===== src/design/assert_macros.svh =====
// Assertion macros used by the top level of the OTP macro access sequencer.
// Each macro expects a clock named clk_i and an active-low reset named rst_ni in scope.
`ifndef ASSERT_MACROS_SVH
`define ASSERT_MACROS_SVH
`ifndef NO_ASSERTIONS
// Checks a property at every rising clock edge outside reset.
`define ASSERT_ALWAYS(lbl, prop, msg) \
  lbl: assert property (@(posedge clk_i) disable iff (!rst_ni) (prop)) else $error(msg);
// Checks that a condition seen at one edge brings a consequence at the next edge.
`define ASSERT_NEXT(lbl, ante, cons, msg) \
  lbl: assert property (@(posedge clk_i) disable iff (!rst_ni) (ante) |=> (cons)) \
    else $error(msg);
`else
`define ASSERT_ALWAYS(lbl, prop, msg)
`define ASSERT_NEXT(lbl, ante, cons, msg)
`endif
`endif


===== src/design/otp_mas_pkg.sv =====
// Package of the OTP macro access sequencer: widths, codes, phase type and result word.
// Used by otp_mas_ctrl, otp_mas_obuf and otp_macro_access_sequencer; depends on nothing.
`timescale 1ns / 1ps
package otp_mas_pkg;

  localparam int unsigned ADDR_BITS = 12;
  localparam int unsigned WORD_BITS = 32;
  localparam int unsigned BIT_W     = $clog2(WORD_BITS);
  localparam int unsigned CFG_NUM   = 8;
  localparam int unsigned CFG_IDX_W = 3;
  localparam int unsigned CFG_W     = 7;
  localparam int unsigned WAIT_W    = 7;
  localparam int unsigned STB_W     = 7;

  // Strobe pin positions.
  localparam int unsigned STB_SEL  = 0;
  localparam int unsigned STB_CLK  = 1;
  localparam int unsigned STB_DIN  = 2;
  localparam int unsigned STB_STBY = 3;
  localparam int unsigned STB_PRG  = 4;
  localparam int unsigned STB_TRM  = 5;
  localparam int unsigned STB_WE   = 6;

  localparam logic [1:0] MODE_READ = 2'd0;
  localparam logic [1:0] MODE_PROG = 2'd2;

  typedef enum logic [1:0] {
    FUNC_TICK = 2'd0,
    FUNC_READ = 2'd1,
    FUNC_PROG = 2'd2
  } func_e;

  typedef enum logic [CFG_IDX_W-1:0] {
    CFG_ACCESS_SETUP   = 3'd0,
    CFG_TRIM_SETUP     = 3'd1,
    CFG_SELECT_SETUP   = 3'd2,
    CFG_PROG_SEL_SETUP = 3'd3,
    CFG_PROG_SETUP     = 3'd4,
    CFG_PROG_PULSE     = 3'd5,
    CFG_PULSE_GAP      = 3'd6,
    CFG_PROG_RECOVERY  = 3'd7
  } cfg_idx_e;

  // Phases in which the sequencer can rest between words. Steps that take no
  // time are merged into the phase before them.
  typedef enum logic [4:0] {
    PH_IDLE_DOWN,
    PH_IDLE_OPEN,
    PH_PU_STANDBY,
    PH_PU_TRIM,
    PH_RE_INIT,
    PH_RE_SELECT,
    PH_RD_ADDR,
    PH_RD_CLKHI,
    PH_RD_CLKLO,
    PH_PD_START,
    PH_PD_TRIM,
    PH_PD_STANDBY,
    PH_PE_INIT,
    PH_PE_SELECT,
    PH_PE_PROG,
    PH_PE_TRIM,
    PH_PG_WE_ON,
    PH_PG_WE_OFF,
    PH_PG_NEXT,
    PH_PX_PROG,
    PH_PX_DESEL,
    PH_PX_MODE
  } phase_e;

  typedef struct packed {
    logic [ADDR_BITS-1:0] macro_addr;
    logic [BIT_W-1:0]     bit_select;
    logic                 pass_select;
    logic [1:0]           test_mode;
    logic [STB_W-1:0]     strobes;
    logic [WORD_BITS-1:0] read_data;
    logic                 read_valid;
    logic                 busy_res;
  } res_t;

  function automatic logic [CFG_W-1:0] cfg_mask(cfg_idx_e idx);
    logic [CFG_W-1:0] m;
    unique case (idx)
      CFG_PROG_SETUP, CFG_PROG_PULSE: m = 7'h1F;
      CFG_PULSE_GAP:                  m = 7'h07;
      default:                        m = 7'h7F;
    endcase
    return m;
  endfunction

  function automatic logic [CFG_W-1:0] cfg_reset(cfg_idx_e idx);
    logic [CFG_W-1:0] v;
    unique case (idx)
      CFG_ACCESS_SETUP:   v = 7'd50;
      CFG_TRIM_SETUP:     v = 7'd50;
      CFG_SELECT_SETUP:   v = 7'd10;
      CFG_PROG_SEL_SETUP: v = 7'd11;
      CFG_PROG_SETUP:     v = 7'd6;
      CFG_PROG_PULSE:     v = 7'd11;
      CFG_PULSE_GAP:      v = 7'd2;
      default:            v = 7'd6;
    endcase
    return v;
  endfunction

endpackage


===== src/design/otp_macro_access_sequencer.sv =====
// Top level of the OTP macro access sequencer: ports, sequencer core and output buffer.
// Depends on otp_mas_pkg, otp_mas_ctrl, otp_mas_obuf and assert_macros.svh.
`timescale 1ns / 1ps
`include "assert_macros.svh"
// The block drives the pins of an OTP memory macro. Each input word is either a
// one-microsecond tick (func 0) or a request to read (func 1) or program (func 2)
// one word. A request while the block is busy, a request of the other kind than
// the open session, and func 3 are ignored. A request in a powered-down state
// runs power-up and the read or program entry, then the access; the session stays
// open until a word marked last, after which exit and power-down follow. All waits
// are counted in ticks, so the caller sets real time by how often it sends ticks;
// the caller must write the eight timing registers through the cfg port only while
// the block is idle, which the block itself does not enforce; a register written as
// zero acts as one. Every accepted input word yields exactly one result word
// carrying the pin values after that word, the last read word, a read strobe that
// is high only on the tick where the macro clock falls and macro_dout_i is sampled,
// and the busy flag. One word per cycle is sustained while the output buffer has
// room; results go into a two-entry output buffer, and the input stalls only when
// both entries are waiting to be taken. No clearing pass follows reset.
module otp_macro_access_sequencer (
  input  logic                                clk_i,
  input  logic                                rst_ni,
  input  logic                                cfg_we_i,
  input  logic [otp_mas_pkg::CFG_IDX_W-1:0]   cfg_idx_i,
  input  logic [otp_mas_pkg::CFG_W-1:0]       cfg_data_i,
  input  logic                                in_valid_i,
  output logic                                in_stall_o,
  input  logic [1:0]                          func_i,
  input  logic [otp_mas_pkg::ADDR_BITS-1:0]   word_address_i,
  input  logic [otp_mas_pkg::WORD_BITS-1:0]   program_data_i,
  input  logic                                last_word_i,
  input  logic [otp_mas_pkg::WORD_BITS-1:0]   macro_dout_i,
  output logic                                out_valid_o,
  input  logic                                out_stall_i,
  output logic [otp_mas_pkg::ADDR_BITS-1:0]   macro_addr_o,
  output logic [otp_mas_pkg::BIT_W-1:0]       bit_select_o,
  output logic                                pass_select_o,
  output logic [1:0]                          test_mode_o,
  output logic [otp_mas_pkg::STB_W-1:0]       strobes_o,
  output logic [otp_mas_pkg::WORD_BITS-1:0]   read_data_o,
  output logic                                read_valid_o,
  output logic                                busy_res_o
);

  logic              accept;
  logic              pop;
  logic              push;
  logic              full;
  otp_mas_pkg::res_t res;
  otp_mas_pkg::res_t head;

  // A word is taken whenever the output buffer has room for its result.
  assign accept = in_valid_i && !in_stall_o;
  assign pop    = out_valid_o && !out_stall_i;

  otp_mas_ctrl u_ctrl (
    .clk_i          (clk_i),
    .rst_ni         (rst_ni),
    .cfg_we_i       (cfg_we_i),
    .cfg_idx_i      (cfg_idx_i),
    .cfg_data_i     (cfg_data_i),
    .accept_i       (accept),
    .func_i         (func_i),
    .word_address_i (word_address_i),
    .program_data_i (program_data_i),
    .last_word_i    (last_word_i),
    .macro_dout_i   (macro_dout_i),
    .push_o         (push),
    .res_o          (res)
  );

  otp_mas_obuf u_obuf (
    .clk_i       (clk_i),
    .rst_ni      (rst_ni),
    .push_i      (push),
    .push_data_i (res),
    .pop_i       (pop),
    .valid_o     (out_valid_o),
    .full_o      (full),
    .head_o      (head)
  );

  assign in_stall_o    = full;
  assign macro_addr_o  = head.macro_addr;
  assign bit_select_o  = head.bit_select;
  assign pass_select_o = head.pass_select;
  assign test_mode_o   = head.test_mode;
  assign strobes_o     = head.strobes;
  assign read_data_o   = head.read_data;
  assign read_valid_o  = head.read_valid;
  assign busy_res_o    = head.busy_res;

  // The input is held off only while results are waiting.
  `ASSERT_ALWAYS(a_stall_has_results, !in_stall_o || out_valid_o, "stall with empty buffer")
  // A sampled word always comes with the macro clock already low.
  `ASSERT_ALWAYS(a_sample_clock_low, !(push && res.read_valid) || !res.strobes[otp_mas_pkg::STB_CLK], "read sampled with clock high")
  // Write enable is never left high once the sequence has gone idle.
  `ASSERT_ALWAYS(a_idle_we_low, !(push && !res.busy_res) || !res.strobes[otp_mas_pkg::STB_WE], "write enable high while idle")
  // An accepted word with room to spare always leaves a result to take.
  `ASSERT_NEXT(a_accept_gives_result, accept, out_valid_o, "accepted word left no result")

endmodule


===== src/design/otp_mas_ctrl.sv =====
// Sequencer core of the OTP macro access sequencer: timing registers, phase machine and pins.
// Depends on otp_mas_pkg; produces one result word for every accepted input word.
`timescale 1ns / 1ps
module otp_mas_ctrl (
  input  logic                                clk_i,
  input  logic                                rst_ni,
  input  logic                                cfg_we_i,
  input  logic [otp_mas_pkg::CFG_IDX_W-1:0]   cfg_idx_i,
  input  logic [otp_mas_pkg::CFG_W-1:0]       cfg_data_i,
  input  logic                                accept_i,
  input  logic [1:0]                          func_i,
  input  logic [otp_mas_pkg::ADDR_BITS-1:0]   word_address_i,
  input  logic [otp_mas_pkg::WORD_BITS-1:0]   program_data_i,
  input  logic                                last_word_i,
  input  logic [otp_mas_pkg::WORD_BITS-1:0]   macro_dout_i,
  output logic                                push_o,
  output otp_mas_pkg::res_t                   res_o
);

  logic [otp_mas_pkg::CFG_W-1:0] cfg_q [otp_mas_pkg::CFG_NUM];

  otp_mas_pkg::phase_e phase_q, phase_d;
  logic [otp_mas_pkg::WAIT_W-1:0]    wait_q, wait_d;
  logic                              open_q, open_d;
  logic                              is_prog_q, is_prog_d;
  logic                              close_q, close_d;
  logic [otp_mas_pkg::ADDR_BITS-1:0] held_addr_q, held_addr_d;
  logic [otp_mas_pkg::WORD_BITS-1:0] held_word_q, held_word_d;
  logic [otp_mas_pkg::BIT_W-1:0]     bit_q, bit_d;
  logic                              pass_q, pass_d;
  logic [otp_mas_pkg::STB_W-1:0]     stb_q, stb_d;
  logic [1:0]                        mode_q, mode_d;
  logic [otp_mas_pkg::WORD_BITS-1:0] last_read_q, last_read_d;
  logic [otp_mas_pkg::ADDR_BITS-1:0] addr_pin_q, addr_pin_d;
  logic [otp_mas_pkg::BIT_W-1:0]     aio_pin_q, aio_pin_d;
  logic                              pas_pin_q, pas_pin_d;
  logic                              sampled;
  logic                              busy;
  logic                              prog_req;
  logic [otp_mas_pkg::BIT_W-1:0]     bit_inc;

  // A timing register written as zero behaves as one.
  function automatic logic [otp_mas_pkg::WAIT_W-1:0] cw(logic [otp_mas_pkg::CFG_W-1:0] v);
    return (v == '0) ? 7'd1 : v;
  endfunction

  always_ff @(posedge clk_i or negedge rst_ni) begin
    if (!rst_ni) begin
      for (int i = 0; i < otp_mas_pkg::CFG_NUM; i++) begin
        cfg_q[i] <= otp_mas_pkg::cfg_reset(
                      otp_mas_pkg::cfg_idx_e'(i[otp_mas_pkg::CFG_IDX_W-1:0]));
      end
    end else if (cfg_we_i) begin
      cfg_q[cfg_idx_i] <= cfg_data_i & otp_mas_pkg::cfg_mask(otp_mas_pkg::cfg_idx_e'(cfg_idx_i));
    end
  end

  assign busy     = (phase_q != otp_mas_pkg::PH_IDLE_DOWN) &&
                    (phase_q != otp_mas_pkg::PH_IDLE_OPEN);
  assign prog_req = (func_i == otp_mas_pkg::FUNC_PROG);
  assign bit_inc  = bit_q + 1'b1;

  always_comb begin
    phase_d     = phase_q;
    wait_d      = wait_q;
    open_d      = open_q;
    is_prog_d   = is_prog_q;
    close_d     = close_q;
    held_addr_d = held_addr_q;
    held_word_d = held_word_q;
    bit_d       = bit_q;
    pass_d      = pass_q;
    stb_d       = stb_q;
    mode_d      = mode_q;
    last_read_d = last_read_q;
    addr_pin_d  = addr_pin_q;
    aio_pin_d   = aio_pin_q;
    pas_pin_d   = pas_pin_q;
    sampled     = 1'b0;

    if (accept_i) begin
      unique case (func_i)
        otp_mas_pkg::FUNC_TICK: begin
          if (busy && wait_q > 7'd1) begin
            wait_d = wait_q - 7'd1;
          end else if (busy) begin
            unique case (phase_q)
              otp_mas_pkg::PH_PU_STANDBY: begin
                stb_d[otp_mas_pkg::STB_STBY] = 1'b1;
                phase_d = otp_mas_pkg::PH_PU_TRIM;
                wait_d  = 7'd2;
              end
              otp_mas_pkg::PH_PU_TRIM: begin
                stb_d[otp_mas_pkg::STB_TRM] = 1'b1;
                phase_d = is_prog_q ? otp_mas_pkg::PH_PE_INIT : otp_mas_pkg::PH_RE_INIT;
                wait_d  = cw(cfg_q[otp_mas_pkg::CFG_TRIM_SETUP]);
              end
              otp_mas_pkg::PH_RE_INIT: begin
                stb_d[otp_mas_pkg::STB_CLK] = 1'b0;
                stb_d[otp_mas_pkg::STB_DIN] = 1'b0;
                stb_d[otp_mas_pkg::STB_WE]  = 1'b0;
                addr_pin_d = '0;
                mode_d     = otp_mas_pkg::MODE_READ;
                phase_d    = otp_mas_pkg::PH_RE_SELECT;
                wait_d     = 7'd1;
              end
              otp_mas_pkg::PH_RE_SELECT: begin
                stb_d[otp_mas_pkg::STB_SEL] = 1'b1;
                phase_d = otp_mas_pkg::PH_RD_ADDR;
                wait_d  = cw(cfg_q[otp_mas_pkg::CFG_SELECT_SETUP]);
              end
              otp_mas_pkg::PH_RD_ADDR: begin
                addr_pin_d = held_addr_q;
                phase_d    = otp_mas_pkg::PH_RD_CLKHI;
                wait_d     = cw(cfg_q[otp_mas_pkg::CFG_ACCESS_SETUP]);
              end
              otp_mas_pkg::PH_RD_CLKHI: begin
                stb_d[otp_mas_pkg::STB_CLK] = 1'b1;
                phase_d = otp_mas_pkg::PH_RD_CLKLO;
                wait_d  = 7'd1;
              end
              otp_mas_pkg::PH_RD_CLKLO: begin
                // The word is taken as the clock falls; a last word runs
                // straight on into the read exit.
                stb_d[otp_mas_pkg::STB_CLK] = 1'b0;
                last_read_d = macro_dout_i;
                sampled     = 1'b1;
                if (close_q) begin
                  stb_d[otp_mas_pkg::STB_DIN] = 1'b0;
                  stb_d[otp_mas_pkg::STB_WE]  = 1'b0;
                  stb_d[otp_mas_pkg::STB_SEL] = 1'b0;
                  addr_pin_d = '0;
                  phase_d    = otp_mas_pkg::PH_PD_START;
                  wait_d     = 7'd1;
                end else begin
                  phase_d = otp_mas_pkg::PH_IDLE_OPEN;
                  wait_d  = '0;
                end
              end
              otp_mas_pkg::PH_PD_START: begin
                phase_d = otp_mas_pkg::PH_PD_TRIM;
                wait_d  = 7'd1;
              end
              otp_mas_pkg::PH_PD_TRIM: begin
                stb_d[otp_mas_pkg::STB_TRM] = 1'b0;
                phase_d = otp_mas_pkg::PH_PD_STANDBY;
                wait_d  = 7'd1;
              end
              otp_mas_pkg::PH_PD_STANDBY: begin
                stb_d[otp_mas_pkg::STB_STBY] = 1'b0;
                open_d  = 1'b0;
                close_d = 1'b0;
                phase_d = otp_mas_pkg::PH_IDLE_DOWN;
                wait_d  = '0;
              end
              otp_mas_pkg::PH_PE_INIT: begin
                stb_d[otp_mas_pkg::STB_CLK] = 1'b0;
                stb_d[otp_mas_pkg::STB_DIN] = 1'b0;
                stb_d[otp_mas_pkg::STB_WE]  = 1'b0;
                addr_pin_d = '0;
                pas_pin_d  = 1'b0;
                aio_pin_d  = '0;
                mode_d     = otp_mas_pkg::MODE_PROG;
                phase_d    = otp_mas_pkg::PH_PE_SELECT;
                wait_d     = 7'd1;
              end
              otp_mas_pkg::PH_PE_SELECT: begin
                stb_d[otp_mas_pkg::STB_SEL] = 1'b1;
                phase_d = otp_mas_pkg::PH_PE_PROG;
                wait_d  = cw(cfg_q[otp_mas_pkg::CFG_PROG_SEL_SETUP]);
              end
              otp_mas_pkg::PH_PE_PROG: begin
                stb_d[otp_mas_pkg::STB_PRG] = 1'b1;
                phase_d = otp_mas_pkg::PH_PE_TRIM;
                wait_d  = cw(cfg_q[otp_mas_pkg::CFG_PROG_SETUP]);
              end
              otp_mas_pkg::PH_PE_TRIM: begin
                // Trim, then the word address and the first bit at once.
                stb_d[otp_mas_pkg::STB_TRM] = 1'b1;
                addr_pin_d = held_addr_q;
                pass_d     = 1'b0;
                bit_d      = '0;
                pas_pin_d  = 1'b0;
                aio_pin_d  = '0;
                stb_d[otp_mas_pkg::STB_DIN] = held_word_q[0];
                phase_d    = otp_mas_pkg::PH_PG_WE_ON;
                wait_d     = 7'd1;
              end
              otp_mas_pkg::PH_PG_WE_ON: begin
                stb_d[otp_mas_pkg::STB_WE] = 1'b1;
                phase_d = otp_mas_pkg::PH_PG_WE_OFF;
                wait_d  = cw(cfg_q[otp_mas_pkg::CFG_PROG_PULSE]);
              end
              otp_mas_pkg::PH_PG_WE_OFF: begin
                stb_d[otp_mas_pkg::STB_WE] = 1'b0;
                phase_d = otp_mas_pkg::PH_PG_NEXT;
                wait_d  = cw(cfg_q[otp_mas_pkg::CFG_PULSE_GAP]);
              end
              otp_mas_pkg::PH_PG_NEXT: begin
                if (bit_q != otp_mas_pkg::BIT_W'(otp_mas_pkg::WORD_BITS - 1)) begin
                  bit_d     = bit_inc;
                  aio_pin_d = bit_inc;
                  pas_pin_d = pass_q;
                  stb_d[otp_mas_pkg::STB_DIN] = held_word_q[bit_inc];
                  phase_d   = otp_mas_pkg::PH_PG_WE_ON;
                  wait_d    = 7'd1;
                end else if (!pass_q) begin
                  bit_d     = '0;
                  pass_d    = 1'b1;
                  aio_pin_d = '0;
                  pas_pin_d = 1'b1;
                  stb_d[otp_mas_pkg::STB_DIN] = held_word_q[0];
                  phase_d   = otp_mas_pkg::PH_PG_WE_ON;
                  wait_d    = 7'd1;
                end else begin
                  bit_d     = '0;
                  pass_d    = 1'b0;
                  pas_pin_d = 1'b0;
                  if (close_q) begin
                    stb_d[otp_mas_pkg::STB_WE] = 1'b0;
                    phase_d = otp_mas_pkg::PH_PX_PROG;
                    wait_d  = 7'd2;
                  end else begin
                    phase_d = otp_mas_pkg::PH_IDLE_OPEN;
                    wait_d  = '0;
                  end
                end
              end
              otp_mas_pkg::PH_PX_PROG: begin
                stb_d[otp_mas_pkg::STB_PRG] = 1'b0;
                phase_d = otp_mas_pkg::PH_PX_DESEL;
                wait_d  = cw(cfg_q[otp_mas_pkg::CFG_PROG_RECOVERY]);
              end
              otp_mas_pkg::PH_PX_DESEL: begin
                stb_d[otp_mas_pkg::STB_SEL] = 1'b0;
                phase_d = otp_mas_pkg::PH_PX_MODE;
                wait_d  = 7'd1;
              end
              otp_mas_pkg::PH_PX_MODE: begin
                mode_d  = otp_mas_pkg::MODE_READ;
                phase_d = otp_mas_pkg::PH_PD_TRIM;
                wait_d  = 7'd1;
              end
              default: begin
                phase_d = otp_mas_pkg::PH_IDLE_DOWN;
                wait_d  = '0;
              end
            endcase
          end
        end
        otp_mas_pkg::FUNC_READ, otp_mas_pkg::FUNC_PROG: begin
          if (!busy && (!open_q || (is_prog_q == prog_req))) begin
            held_addr_d = word_address_i;
            held_word_d = program_data_i;
            close_d     = last_word_i;
            if (!open_q) begin
              open_d    = 1'b1;
              is_prog_d = prog_req;
              phase_d   = otp_mas_pkg::PH_PU_STANDBY;
              wait_d    = 7'd1;
            end else if (prog_req) begin
              addr_pin_d = word_address_i;
              pass_d     = 1'b0;
              bit_d      = '0;
              pas_pin_d  = 1'b0;
              aio_pin_d  = '0;
              stb_d[otp_mas_pkg::STB_DIN] = program_data_i[0];
              phase_d    = otp_mas_pkg::PH_PG_WE_ON;
              wait_d     = 7'd1;
            end else begin
              addr_pin_d = word_address_i;
              phase_d    = otp_mas_pkg::PH_RD_CLKHI;
              wait_d     = cw(cfg_q[otp_mas_pkg::CFG_ACCESS_SETUP]);
            end
          end
        end
        default: begin
          phase_d = phase_q;
        end
      endcase
    end
  end

  always_ff @(posedge clk_i or negedge rst_ni) begin
    if (!rst_ni) begin
      phase_q     <= otp_mas_pkg::PH_IDLE_DOWN;
      wait_q      <= '0;
      open_q      <= 1'b0;
      is_prog_q   <= 1'b0;
      close_q     <= 1'b0;
      held_addr_q <= '0;
      held_word_q <= '0;
      bit_q       <= '0;
      pass_q      <= 1'b0;
      stb_q       <= '0;
      mode_q      <= otp_mas_pkg::MODE_READ;
      last_read_q <= '0;
      addr_pin_q  <= '0;
      aio_pin_q   <= '0;
      pas_pin_q   <= 1'b0;
    end else begin
      phase_q     <= phase_d;
      wait_q      <= wait_d;
      open_q      <= open_d;
      is_prog_q   <= is_prog_d;
      close_q     <= close_d;
      held_addr_q <= held_addr_d;
      held_word_q <= held_word_d;
      bit_q       <= bit_d;
      pass_q      <= pass_d;
      stb_q       <= stb_d;
      mode_q      <= mode_d;
      last_read_q <= last_read_d;
      addr_pin_q  <= addr_pin_d;
      aio_pin_q   <= aio_pin_d;
      pas_pin_q   <= pas_pin_d;
    end
  end

  assign push_o            = accept_i;
  assign res_o.macro_addr  = addr_pin_d;
  assign res_o.bit_select  = aio_pin_d;
  assign res_o.pass_select = pas_pin_d;
  assign res_o.test_mode   = mode_d;
  assign res_o.strobes     = stb_d;
  assign res_o.read_data   = last_read_d;
  assign res_o.read_valid  = sampled;
  assign res_o.busy_res    = (phase_d != otp_mas_pkg::PH_IDLE_DOWN) &&
                             (phase_d != otp_mas_pkg::PH_IDLE_OPEN);

endmodule


===== src/design/otp_mas_obuf.sv =====
// Two-entry output buffer of the OTP macro access sequencer, holding result words.
// Depends on otp_mas_pkg for the result word type.
`timescale 1ns / 1ps
module otp_mas_obuf (
  input  logic              clk_i,
  input  logic              rst_ni,
  input  logic              push_i,
  input  otp_mas_pkg::res_t push_data_i,
  input  logic              pop_i,
  output logic              valid_o,
  output logic              full_o,
  output otp_mas_pkg::res_t head_o
);

  logic [1:0]        count_q, count_d;
  otp_mas_pkg::res_t slot0_q, slot0_d;
  otp_mas_pkg::res_t slot1_q, slot1_d;

  always_comb begin
    count_d = count_q;
    slot0_d = slot0_q;
    slot1_d = slot1_q;
    if (pop_i) begin
      slot0_d = slot1_q;
    end
    if (push_i && pop_i) begin
      if (count_q == 2'd1) begin
        slot0_d = push_data_i;
      end else begin
        slot1_d = push_data_i;
      end
    end else if (push_i) begin
      count_d = count_q + 2'd1;
      if (count_q == 2'd0) begin
        slot0_d = push_data_i;
      end else begin
        slot1_d = push_data_i;
      end
    end else if (pop_i) begin
      count_d = count_q - 2'd1;
    end
  end

  always_ff @(posedge clk_i or negedge rst_ni) begin
    if (!rst_ni) begin
      count_q <= 2'd0;
    end else begin
      count_q <= count_d;
    end
  end

  always_ff @(posedge clk_i) begin
    slot0_q <= slot0_d;
    slot1_q <= slot1_d;
  end

  assign valid_o = (count_q != 2'd0);
  assign full_o  = (count_q == 2'd2);
  assign head_o  = slot0_q;

endmodule


===== config.mk =====
export PLATFORM = sky130hd
export DESIGN_NAME = otp_macro_access_sequencer
export DESIGN_NICKNAME = d
export VERILOG_FILES = /design/src/design/otp_mas_pkg.sv /design/src/design/otp_macro_access_sequencer.sv /design/src/design/otp_mas_ctrl.sv /design/src/design/otp_mas_obuf.sv
export VERILOG_INCLUDE_DIRS = /design/src /design/src/design
export SDC_FILE = /design/constraint.sdc
export NUM_CORES = 1
export LEC_CHECK = 0
export ABC_AREA = 1
export BUFFER_PORTS_ARGS = -buffer_cell sky130_fd_sc_hd__buf_2
export CAP_MARGIN = 20
export CORE_MARGIN = 1.5
export CORE_UTILIZATION = 55
export CTS_BUF_LIST = sky130_fd_sc_hd__clkbuf_8 sky130_fd_sc_hd__clkbuf_16
export CTS_CLUSTER_SIZE = 24
export DETAILED_ROUTE_END_ITERATION = 8
export PLACE_DENSITY = 0.76
export SYNTH_ARGS = -nofsm -noshare
export SYNTH_HDL_FRONTEND = slang
export SYNTH_SLANG_ARGS = --single-unit

===== constraint.sdc =====
create_clock -name clk_i -period 9.9 [get_ports clk_i]
set_input_delay 1.485 -clock clk_i [delete_from_list [all_inputs] [get_ports clk_i]]
set_output_delay 1.485 -clock clk_i [all_outputs]
set_load 0.01 [all_outputs]

* Word level (Yosys, flattened, before mapping)
Index checks and enable logic that the tools add are counted.
Storage, ports and cells: register bits after elaboration 304, logic and storage cells 279, input bits 94, output and inout bits 63
Cells by class: mux-type cells 138, reductions and logical operators 48, order comparisons 4, $add $sub $neg 4, bitwise logic cells 4, equal/unequal tests 41
Operator list (number):
- $mux 61 | 9
- $mux 32 | 5
- $mux 7 | 20
- $mux 5 | 23
- $pmux 5 s18 | 1
- $pmux 7 s12 | 1
- $mux 12 | 6
- $bwmux 56 | 1
- $logic_not 7->1 | 8
- $pmux 5 s2 | 5
- $eq 5x4->1 const B | 8
- $pmux 12 s3 | 1
- $mux 1 | 35
- $eq 5x5->1 const B | 6
- $pmux 7 s2 | 2
- $pmux 12 s2 | 1
- $pmux 1 s2 | 11
- $demux 7 s3 | 1
- $eq 5x3->1 const B | 4
- $reduce_or 2->1 | 9
- $mux 2 | 8
- $mux 4 | 3
- $eq 5x2->1 const B | 2
- $ne 2x1->1 const B | 5
- 37 further kinds | 64

* Longest topological paths before layout
word-level depth 13, mapped depth 18, depth with buffers taken out 17

* By module
From an unflattened synthesis, not the netlist that was laid out.
Unflattened totals: cells, all modules 1742, area total of the unflattened synthesis 14114.8 µm²
Modules (own cells, without submodules):
- otp_mas_ctrl | cells an instance 1198, area each 9212.6 µm², seq. area each 4528.1 µm², times used 1
- otp_mas_obuf | cells an instance 540, area each 4882.2 µm², seq. area each 3103.0 µm², times used 1
- otp_macro_access_sequencer | cells an instance 4, area each 20.0 µm², seq. area each 0.0 µm², times used 1

* Worst setup path after synthesis
OpenSTA, ideal clock, no wires.
path type input to register, start input port out_stall_i, end register u_obuf.slot1_q[0] (netlist bit) (enable), data required time 9345 ps, stages on the path 7, setup slack 2432 ps, arrival 6913 ps, library setup time 555 ps, buffers on the path 3, cell sequence clkbuf_1 nor2_1 buf_2 buf_2 ha_1 nor2_1 nor3_1
Between the ends: longest elaborated chain between the ends 5, elaborated cells on any way between the ends 7, classes of those cells 2 x eq/ne; 5 x reduce/logical
RTL lines:
- start, declared | RTL line otp_macro_access_sequencer.sv:34 | input logic out_stall_i,
- $logic_not 1->1 * | RTL line otp_macro_access_sequencer.sv:54 | assign pop = out_valid_o && !out_stall_i;
- $logic_and 1x1->1 * | RTL line otp_macro_access_sequencer.sv:54
- $logic_and 1x1->1 * | RTL line otp_mas_obuf.sv:26 | if (push_i && pop_i) begin
- $ne 2x2->1 (no line), or another cell as far along
- $reduce_and 3->1 (no line) *
- end signal, assigned | RTL line otp_mas_obuf.sv:54 | slot1_q <= slot1_d;
- end, declared | RTL line otp_mas_obuf.sv:17 | otp_mas_pkg::res_t slot1_q, slot1_d;
Every way passes the cells marked *; elsewhere a longest branch is shown, timed or not. A chain may end at the register's enable or synchronous reset.

==> impl_metrics.toml <==
[global_routing]
grt_pass1_vias = 11400
use_met3 = 0.0353
met2_usage = 0.442
antenna_found_initial = 0
grt_overflow = 0
grt_pass1_wl_um = 56500
grt_use_met1 = 0.351
grt.busiest_layer = "met2"
track_usage = 0.263
grt_max_degree = 88

[yosys]
synth_top_area_frac = 0.289
synth_seq_cells = 304
synth_area_per_cell_um2 = 8.59
syn_inst = 1643
ys_types = 61
syn_nets = 1751
synth_edf_count = 61
synthFlopType = "dfrtp_1"
yosysTopAreaCell = "dfrtp_1"
synth_area_leaders = "dfrtp_1 29%, edfxtp_1 13%, nand2_1 9.9%"
async_reset_ff_frac = 0.599
netlist_area_mm2 = 0.0141
synth_seq_area_share = 0.541
yosysWarnings = 0

[routing]
via_count = 11600
final_antenna_net_count = 0
routed_wl_um = 34800
drt_iter0_drc = 1008
wire_per_inst_um = 16.4
drc_errors = 0
drt-vias-per-instance = 5.47
first_pass_iters = 7

[critical_path]
r2r_end = "u_obuf.slot1_q[50]"
critical_path_required_ns = 10.32
cp.arrival_ns = 4.53
startpoint = "func_i[0]"
end_kind = "register"
ff2ff_path_depth = 11
worstSetupPathType = "input port to register"
rrSetupSlack_ns = 6.73
path_max_fanout = 35
cp-start-kind = "input port"
reg2reg_from = "u_ctrl.phase_q[1]"

[floorplan]
fp-row-count = 58
die_y_um = 163
start_util = 0.560
ios = 157
dieWidth_um = 163
die_area_mm2 = 0.0266
coreArea_mm2 = 0.0252

[run_status]
run_status = "complete, no violations"

[power_and_ir_drop]
ir_worst_vdd_mv = 0.175
p_leak_nw = 7.85
p_per_area_mw_per_mm2 = 284

[sta]
fmax_ghz = 0.243
tns_ns = 0
period_minus_slack_ns = 4.11
hold_violations = 0
setup_viol = 0
whs_ns = 0.476
slew_viol_final = 0
skew_ns = 0.0251
rsz0062_at_grt = "no"
worst_pin_slew_ns = 1.04
slew_headroom = 0.309
min_period_over_period = 0.415

[cells_and_area]
finalNetCount = 1880
area_growth_pct = 14.0
n_antenna_cell = 0
drive_above_1_share = 0.174
post-route-util = 0.639
final_cell_mix = "374 x nand2_1, 206 x inv_1, 163 x dfrtp_1, 155 x buf_2, 149 x o21ai_0"
fin_area_mm2 = 0.0161
final_common_cell = "nand2_1"

[clock_network]
cts_hold_buf = 0
postCtsSetupRepairBufs = 0
clock_path_buffers = 3
clkLatencyLatePin_ns = 0.57
cts_root_buffer = "clkbuf_16"
cts_sinks = 304
cts_made_buffers = 31
cts_resized = 0
cts_tree = "done"
path_clk_slew_ns = 0.06
htree_levels = 1

[placement]
hpwl_um = 23700
io_buffers = 156
dpl-instance-area_mm2 = 0.0151
gp_congestion = 0.928

[run]
drv_cap = 0

[min_path]
whs_endpoint = "u_ctrl.held_word_q[3]"
hold_path_depth = 2
hp-start = "u_ctrl.held_word_q[3]"
min_path_type = "register to register"
## flip-flops by register name, indices dropped and copies added, names as in the netlist, 7 cells and up
name                count
u_ctrl.addr_pin_q      12
u_ctrl.held_addr_q     12
u_ctrl.cfg_q           56
u_ctrl.held_word_q     32
u_ctrl.wait_q           7
u_obuf.head_o          61
u_ctrl.stb_q            7
u_ctrl.last_read_q     32
u_obuf.slot1_q         61
## metal layers
layer,wire length (um),vias to the layer above
li1,-,5655
met2,16600,373
met5,0,-
met4,1220,0
met1,15000,5513
met3,1960,89
## worst max path at each step
stage                        endpoint  cells after the start  slack [ns]
global placement     u_obuf.head_o[3]                     12        5.33
global route         u_obuf.head_o[3]                     12        5.53
finish               u_obuf.head_o[3]                     12        5.79
CTS                  u_obuf.head_o[3]                     12        5.84
floorplan           u_obuf.slot1_q[0]                      7        2.43
detailed placement   u_obuf.head_o[3]                     12        5.25
## cell usage after synthesis, drive strengths merged (16+ instances only)
cell type and number:
a21oi 45, or2 20, nor2 131, dfxtp 61, clkbuf 34, edfxtp 61
nand2 385, o21ai 229, dfrtp 163, nand3 71, dfstp 19, buf 33
nor3 29, inv 218, o211ai 25, mux2i 16
## final cells by class
cell class,instances,area [um^2]
clock buffer,35,831
clock inverter,23,198
fill,2135,9090
inverter,218,821
multi-input combinational,1054,5360
sequential,304,7630
tap,330,413
timing repair buffer,163,840
## cells by family (layout without fill, tap and decap cells)
group | Yosys count | count (layout) | share of synthesized area
AND/OR/NAND/NOR | 653 | 653 | 0.198
AO/OA/AOI/OAI | 362 | 362 | 0.150
flip-flops | 304 | 304 | 0.541
buffers and inverters | 285 | 439 | 0.0812
multiplexers | 17 | 17 | 0.0121
adder cells (fa/ha/maj) | 14 | 14 | 0.0124
XOR/XNOR | 8 | 8 | 0.00497
## per-stage QoR
step,instances,power [W],setup slack [ns]
finish,2127,0.00457,5.79
detailed placement,2069,0.00340,5.25
global placement,2069,0.00336,5.33
CTS,2127,0.00459,5.84
global route,2127,0.00487,5.53
floorplan,1643,0.00293,2.43
## worst max-delay path, stage by stage
cell and delay (ns):
buf_2 0.11, inv_1 0.07, ha_1 0.67, inv_1 0.31
nor2_1 0.30, nand2_4 0.14, nor2_8 0.42, inv_2 0.40
nand2_1 0.18, nand2_2 0.09, o31ai_2 0.17, o311ai_1 0.12
## power breakdown
group / switching [W] / internal, W / leakage [nW]
clock: 0.000488 / 0.000678 / 0.524
combinational: 0.000939 / 0.000518 / 3.95
sequential: 0.000230 / 0.00171 / 3.38
Note: power is estimated with default switching activity, not from simulation.
